$ cat src/hdl/bicu_pkg.sv
// Shared constants, types and helper functions for the bone id compaction table.
// Used by the lane, merge and top-level modules; no dependencies of its own.
`default_nettype none

package bicu_pkg;

  localparam int TABLE_SLOTS  = 128;
  // Lane count must be a power of two and at least three, so that the three
  // consecutive slots one vertex can claim always land in different lanes.
  localparam int LANES        = 16;
  localparam int ROWS         = (TABLE_SLOTS + LANES - 1) / LANES;
  localparam int INFL         = 3;
  localparam int ID_W         = 16;
  localparam int FRAC_W       = 16;
  localparam int SLOT_FIELD_W = 7;
  localparam int LANE_W       = $clog2(LANES);
  localparam int ROW_W        = (ROWS > 1) ? $clog2(ROWS) : 1;
  localparam int FILL_W       = $clog2(TABLE_SLOTS + 1);
  localparam int CMP_W        = ROW_W + LANE_W + FILL_W;
  localparam int IN_DATA_W    = 2 * INFL * 16;
  localparam int OUT_DATA_W   = ((INFL * (SLOT_FIELD_W + FRAC_W) + 1 + 7) / 8) * 8;
  localparam int OUT_USED_W   = INFL * (SLOT_FIELD_W + FRAC_W) + 1;

  // floor(0.9999 * 65536)
  localparam logic [FRAC_W-1:0] FRAC_MAX = 16'd65529;

  typedef logic [ID_W-1:0]         id_t;
  typedef logic [FRAC_W-1:0]       frac_t;
  typedef logic [ROW_W-1:0]        row_t;
  typedef logic [LANE_W-1:0]       lane_idx_t;
  typedef logic [FILL_W-1:0]       fill_t;
  typedef logic [SLOT_FIELD_W-1:0] slot_field_t;

  typedef struct packed {
    logic clear;
    logic rd_en;
    row_t rd_row;
  } lane_ctrl_t;

  typedef struct packed {
    logic en;
    row_t row;
    id_t  id;
  } lane_wr_t;

  typedef struct packed {
    logic [INFL-1:0] hit;
    row_t [INFL-1:0] row;
  } lane_res_t;

  typedef struct packed {
    fill_t [INFL-1:0] slot;
    logic  [INFL-1:0] ins;
    fill_t            fill_new;
    logic             overflow;
  } mrg_t;

  function automatic frac_t clamp_frac(frac_t w);
    return (w > FRAC_MAX) ? FRAC_MAX : w;
  endfunction

  // Slot number of a lane entry; slot = row * LANES + lane.
  function automatic fill_t slot_num(row_t r, lane_idx_t l);
    logic [CMP_W-1:0] s;
    s = {{FILL_W{1'b0}}, r, l};
    return s[FILL_W-1:0];
  endfunction

  function automatic row_t slot_row(fill_t s);
    logic [FILL_W+ROW_W-1:0] w;
    w = {{ROW_W{1'b0}}, s} >> LANE_W;
    return w[ROW_W-1:0];
  endfunction

  function automatic lane_idx_t slot_lane(fill_t s);
    logic [FILL_W+LANE_W-1:0] w;
    w = {{LANE_W{1'b0}}, s};
    return w[LANE_W-1:0];
  endfunction

  function automatic slot_field_t slot_field(fill_t s);
    logic [FILL_W+SLOT_FIELD_W-1:0] w;
    w = {{SLOT_FIELD_W{1'b0}}, s};
    return w[SLOT_FIELD_W-1:0];
  endfunction

endpackage

`default_nettype wire

$ cat src/hdl/bicu_lane.sv
// One lane of the slot table: a bank of ids for slots lane, lane+LANES, ...
// and the compare logic that records where each of the three keys hit. Uses bicu_pkg.
`default_nettype none

module bicu_lane import bicu_pkg::*; (
  input  logic             clk,
  input  logic             rst,
  input  lane_idx_t        lane_idx,
  input  lane_ctrl_t       ctrl,
  input  lane_wr_t         wr,
  input  id_t [INFL-1:0]   keys,
  input  fill_t            fill,
  output lane_res_t        res
);

  id_t  bank [ROWS];
  id_t  rd_data;
  row_t rd_row_q;
  logic cmp_valid;
  logic entry_valid;

  always_ff @(posedge clk) begin
    if (wr.en) begin
      bank[wr.row] <= wr.id;
    end
    if (ctrl.rd_en) begin
      rd_data <= bank[ctrl.rd_row];
    end
    rd_row_q <= ctrl.rd_row;
  end

  // Only slots below the fill count hold ids; the compare is done wide so
  // that padding rows past the table never look valid.
  assign entry_valid = ({{FILL_W{1'b0}}, rd_row_q, lane_idx} < CMP_W'(fill));

  always_ff @(posedge clk) begin
    if (rst) begin
      cmp_valid <= 1'b0;
      res.hit   <= '0;
    end else begin
      cmp_valid <= ctrl.rd_en;
      if (ctrl.clear) begin
        res.hit <= '0;
      end else if (cmp_valid && entry_valid) begin
        for (int k = 0; k < INFL; k++) begin
          if (rd_data == keys[k]) begin
            res.hit[k] <= 1'b1;
            res.row[k] <= rd_row_q;
          end
        end
      end
    end
  end

endmodule

`default_nettype wire

$ cat src/hdl/bicu_merge.sv
// Merging stage: combines the lane hits into slot numbers and resolves the
// inserts of one vertex in the order a, b, c. Uses bicu_pkg.
`default_nettype none

module bicu_merge import bicu_pkg::*; (
  input  lane_res_t      res [LANES],
  input  id_t [INFL-1:0] ids,
  input  fill_t          fill,
  output mrg_t           mrg
);

  logic  [INFL-1:0] found;
  fill_t [INFL-1:0] fslot;
  fill_t            fill_run;
  logic             dup;

  always_comb begin
    found    = '0;
    fslot    = '0;
    fill_run = fill;
    dup      = 1'b0;
    mrg      = '0;

    // Table ids are distinct, so at most one lane hits per key.
    for (int l = 0; l < LANES; l++) begin
      for (int k = 0; k < INFL; k++) begin
        if (res[l].hit[k]) begin
          found[k] = 1'b1;
          fslot[k] = fslot[k] | slot_num(res[l].row[k], lane_idx_t'(l));
        end
      end
    end

    // A key missed by the scan may still match an id inserted by an
    // earlier influence of the same vertex.
    for (int k = 0; k < INFL; k++) begin
      if (found[k]) begin
        mrg.slot[k] = fslot[k];
      end else begin
        dup = 1'b0;
        for (int j = 0; j < k; j++) begin
          if (mrg.ins[j] && (ids[j] == ids[k])) begin
            dup         = 1'b1;
            mrg.slot[k] = mrg.slot[j];
          end
        end
        if (!dup) begin
          if (fill_run < FILL_W'(TABLE_SLOTS)) begin
            mrg.slot[k] = fill_run;
            mrg.ins[k]  = 1'b1;
            fill_run    = fill_run + fill_t'(1);
          end else begin
            mrg.overflow = 1'b1;
          end
        end
      end
    end
    mrg.fill_new = fill_run;
  end

endmodule

`default_nettype wire

$ cat src/hdl/bone_id_compaction_table_unit.sv
// Top level of the bone id compaction table: stream ports, scan sequencer,
// lane banks and output register. Uses bicu_pkg, bicu_lane and bicu_merge.
//
// Each item is one skinned vertex with three bone influences. The unit maps
// every bone id to a compact slot in first-seen order and clamps each weight
// to 65529. A vertex passes through a scan of every row of the lane banks, in
// which every lane reads one entry a cycle from its own memory and compares it
// against all three ids, a drain state for the last compare, a merge state
// that writes back new ids and also loads the result, and an idle state in
// which the next item is taken. The result waits in an output register, so
// the next vertex is taken while it is unread; that vertex then waits in its
// merge state until the register is free. The table needs no clearing after
// reset: only slots below the fill count are valid, and a vertex with the
// start flag set empties the table first.
`default_nettype none

module bone_id_compaction_table_unit import bicu_pkg::*; (
  input  logic                  clk,
  input  logic                  rst,
  input  logic                  s_tvalid,
  output logic                  s_tready,
  // bone_id_a, weight_a, bone_id_b, weight_b, bone_id_c, weight_c
  input  logic [IN_DATA_W-1:0]  s_tdata,
  // start_of_mesh
  input  logic [0:0]            s_tuser,
  output logic                  m_tvalid,
  input  logic                  m_tready,
  // slot_a, frac_a, slot_b, frac_b, slot_c, frac_c, overflow, zero padding
  output logic [OUT_DATA_W-1:0] m_tdata
);

  typedef enum logic [1:0] {
    S_IDLE,
    S_SCAN,
    S_DRAIN,
    S_RESOLVE
  } state_t;

  state_t           state;
  row_t             row_cnt;
  fill_t            fill;
  id_t   [INFL-1:0] ids;
  frac_t [INFL-1:0] wts;
  lane_ctrl_t       lane_ctrl;
  lane_wr_t         lane_wr  [LANES];
  lane_res_t        lane_res [LANES];
  mrg_t             mrg;
  logic             load;
  logic             accept;
  logic [OUT_USED_W-1:0] out_word;

  assign s_tready = (state == S_IDLE);
  assign accept   = s_tvalid && s_tready;
  assign load     = (state == S_RESOLVE) && (!m_tvalid || m_tready);

  assign lane_ctrl.clear  = accept;
  assign lane_ctrl.rd_en  = (state == S_SCAN);
  assign lane_ctrl.rd_row = row_cnt;

  for (genvar l = 0; l < LANES; l++) begin : g_lane
    bicu_lane u_lane (
      .clk      (clk),
      .rst      (rst),
      .lane_idx (lane_idx_t'(l)),
      .ctrl     (lane_ctrl),
      .wr       (lane_wr[l]),
      .keys     (ids),
      .fill     (fill),
      .res      (lane_res[l])
    );
  end

  bicu_merge u_merge (
    .res  (lane_res),
    .ids  (ids),
    .fill (fill),
    .mrg  (mrg)
  );

  // New slots of one vertex are consecutive, so each lane takes at most one write.
  always_comb begin
    for (int l = 0; l < LANES; l++) begin
      lane_wr[l] = '0;
      for (int k = 0; k < INFL; k++) begin
        if (load && mrg.ins[k] && (slot_lane(mrg.slot[k]) == lane_idx_t'(l))) begin
          lane_wr[l].en  = 1'b1;
          lane_wr[l].row = slot_row(mrg.slot[k]);
          lane_wr[l].id  = ids[k];
        end
      end
    end
  end

  assign out_word = {mrg.overflow,
                     clamp_frac(wts[2]), slot_field(mrg.slot[2]),
                     clamp_frac(wts[1]), slot_field(mrg.slot[1]),
                     clamp_frac(wts[0]), slot_field(mrg.slot[0])};

  always_ff @(posedge clk) begin
    if (rst) begin
      state    <= S_IDLE;
      row_cnt  <= '0;
      fill     <= '0;
      m_tvalid <= 1'b0;
    end else begin
      if (m_tvalid && m_tready && !load) begin
        m_tvalid <= 1'b0;
      end
      unique case (state)
        S_IDLE: begin
          if (s_tvalid) begin
            for (int k = 0; k < INFL; k++) begin
              ids[k] <= s_tdata[32*k +: 16];
              wts[k] <= s_tdata[32*k+16 +: 16];
            end
            if (s_tuser[0]) begin
              fill <= '0;
            end
            row_cnt <= '0;
            state   <= S_SCAN;
          end
        end
        S_SCAN: begin
          if (row_cnt == row_t'(ROWS - 1)) begin
            state <= S_DRAIN;
          end else begin
            row_cnt <= row_cnt + row_t'(1);
          end
        end
        S_DRAIN: begin
          state <= S_RESOLVE;
        end
        S_RESOLVE: begin
          if (load) begin
            m_tvalid <= 1'b1;
            m_tdata  <= OUT_DATA_W'(out_word);
            fill     <= mrg.fill_new;
            state    <= S_IDLE;
          end
        end
        default: begin
          state <= S_IDLE;
        end
      endcase
    end
  end

  a_fill_bound: assert property (@(posedge clk) disable iff (rst)
    fill <= FILL_W'(TABLE_SLOTS))
    else $error("fill count exceeds table size");

  a_start_clears: assert property (@(posedge clk) disable iff (rst)
    (accept && s_tuser[0]) |=> (fill == '0))
    else $error("start of mesh did not empty the table");

  a_fill_tracks_inserts: assert property (@(posedge clk) disable iff (rst)
    load |-> (mrg.fill_new == fill + FILL_W'($countones(mrg.ins))))
    else $error("fill count does not match number of inserts");

  a_overflow_full: assert property (@(posedge clk) disable iff (rst)
    (load && mrg.overflow) |-> (mrg.fill_new == FILL_W'(TABLE_SLOTS)))
    else $error("overflow reported while table has free slots");

endmodule

`default_nettype wire
$ cat config.mk
export PLATFORM = sky130hd
export DESIGN_NAME = bone_id_compaction_table_unit
export DESIGN_NICKNAME = d
export VERILOG_FILES = /design/src/hdl/bicu_pkg.sv /design/src/hdl/bicu_lane.sv /design/src/hdl/bicu_merge.sv /design/src/hdl/bone_id_compaction_table_unit.sv
export SDC_FILE = /design/constraint.sdc
export NUM_CORES = 2
export LEC_CHECK = 0
export BUFFER_PORTS_ARGS = -buffer_cell sky130_fd_sc_hd__buf_2
export CAP_MARGIN = 30
export CORE_MARGIN = 5
export CORE_UTILIZATION = 50
export DETAILED_ROUTE_END_ITERATION = 6
export PLACE_DENSITY = 0.66
export SETUP_SLACK_MARGIN = 0.1
export SYNTH_ARGS = -nofsm -noshare
export SYNTH_HDL_FRONTEND = slang
export SYNTH_HIERARCHICAL = 1
export SYNTH_SLANG_ARGS = --single-unit
$ cat constraint.sdc
create_clock -name clk -period 11.08 [get_ports clk]
set_input_delay 1.108 -clock clk [delete_from_list [all_inputs] [get_ports clk]]
set_output_delay 1.108 -clock clk [all_outputs]
set_load 0.02 [all_outputs]
==> metrics <==
status=complete, but fails checks; failing checks=design-rule violations; first-pass GRT wire length=511,200 um; most common cell after layout, fill and taps aside=edfxtp_1; Area Growth Syn to Fin=12.26%; Initial Util=0.5015; Final min period=7.163 ns; YS warnings=6; number of setup buffers added after CTS=0; CTS H-Tree Depth=5; largest net degree at the start of global routing=150; nets=8,113; Die Wd=503.7 um; Setup WS pre-CTS=4.328 ns; CP Launch Type=flip-flop; CTS tree=built; Mean Syn Cell Area=16.18 sq um; vias in the first global route=70,590; # DRC=7; Hold Crit Class=primary input to flip-flop; final WL=364,800 um; CTS Root Cell=clkbuf_16; largest vdd supply drop=0.0001655 V; PortBufs=172; R2R depth=17; final core utilization=0.5629; RSZ-0062 raised after global routing=false; clock latency on the worst-skew pair=0.96 ns; Clock Path Buffers=4; r2r setup slk=3.92 ns; cell depth of the worst hold path=1; number of DRC markers in iteration 0=9,618; Max Cap Viol=0; Tightest Pin Transition=1.139 ns; most frequent cells in the layout=edfxtp_1 (2,614), xor2_1 (803), nor2_1 (515), mux4_1 (448), nand2_1 (426); hold_ws=0.3292 ns; drt via density=6.432; number of hold buffers added after CTS=0; r2r startpoint=ids[7]; GPL Wtd Cong=1.019; die height=503.7 um; reg2reg end=g_lane[13].u_lane/bank[3][0]; hold path startpoint=s_tdata[68]; WL per Instance=32.19 um; slew margin rel.=0.2373; Pleak=45.13 nW; final setup margin=3.917 ns; Die ar.=0.2537 sq mm; First-pass DRT Iterations=7; Setup TNS=0 ns; initial antenna violation count=25; number of placed I/O pins=175; Overall Global Routing Usage=0.2827; Mapped Cells=7,532; CP required=11.71 ns; clk_skew=0.06178 ns; clk slew on worst S/H paths=0.06 ns; final setup violation count=0; Worst Hold End=ids[36]; clock buffer count from CTS=300; row cnt=181; synthesized cell area=0.1219 sq mm; Crit Path Class=flip-flop to flip-flop; CP endpoint kind=flip-flop; fillcell total=18,420; post-DP HPWL=229,300 um; DR vias=72,890; total gr overflow=0; crit share post-route=0.6464; CP Data Arrival Time=7.79 ns; cell area power density=188.5 mW/mm^2; core area=0.2430 sq mm; # clock sinks=2,740; Critical Path Fanout Max=34; final max-slew violation count=0; Hold Vio Cnt, Final=0; post_cts resized=0; Final ANT Viol Nets=0; layout cells sized above 1=0.1630; Highest Clock Rate=139.6 MHz
## power by group
part           switching, mW  internal (mW)  leakage (nW)
logic                   2.28           1.40          15.5
registers              0.679           11.9          25.1
clock network           3.90           5.58          4.51
total                   6.86           18.9          45.1
## registers in the layout, indices dropped and copies added, names as in the netlist, 8 cells and up
name	flops
g_lane.u_lane/bank	2048
g_lane.u_lane/rd_data	256
g_lane.u_lane/res	192
m_tdata	70
g_lane.u_lane/rd_row_q	48
ids	48
wts	48
g_lane.u_lane/cmp_valid	16
fill	8
## routing by layer
metal | vias to the layer above | wire length [um] | global-route usage
met5 | - | 74 | 0
met4 | 10 | 19110 | 0.1283
met3 | 1090 | 41900 | 0.07667
met2 | 4591 | 162800 | 0.4285
met1 | 36810 | 140900 | 0.3853
li1 | 30390 | - | -
## layout make-up
type	instances	area, sq um	area share
Antenna cell	13	32.53	0.0002378
Clock buffer	381	8031	0.05871
Clock inverter	134	1207	0.008826
Inverter	114	427.9	0.003128
Multi-Input combinational cell	4260	38660	0.2826
Sequential cell	2740	81030	0.5924
Tap cell	3202	4006	0.02929
Timing Repair Buffer	489	3402	0.02487
## how the worst max path moves through the flow
stage	start	slack, ns	cells after the start	to
final	ids[7]	3.92	17	g_lane[13].u_lane/bank[3][0]
after global routing	ids[7]	3.68	17	g_lane[13].u_lane/bank[3][14]
after CTS	ids[7]	4.28	17	g_lane[13].u_lane/bank[3][11]
after detailed placement	ids[7]	4.33	17	g_lane[13].u_lane/bank[3][0]
after global placement	ids[7]	4.24	17	g_lane[13].u_lane/bank[3][0]
after floorplan	state[1]	2.91	5	row_cnt[0]
## metrics by stage
step           cells  cell area, sq um  total power, mW
2_1_floorplan   7596            122100            15.25
3_3_place_gp   10790            127300            16.32
3_5_place_dp   10800            127400            16.37
4_1_cts        11310            136700            25.82
5_1_grt        11320            136800            26.55
6_report       11330            136800            25.78
## worst max-delay path, cell delays in order (launching register included)
cell and delay [ns]:
edfxtp_1 0.33, buf_4 0.72, xor2_1 0.16, nor4_1 0.37, nand4_1 0.56, nor2_1 0.55
o21ai_0 0.34, a21oi_1 0.66, nand4b_1 0.16, a22oi_1 0.20, buf_4 0.23, and4b_1 0.27
and4_1 0.66, a21oi_1 0.09, a21oi_1 0.48, nand2_1 0.16, nor2_1 0.60, buf_4 0.30
No activity file was read; power rests on OpenSTA's default activity.
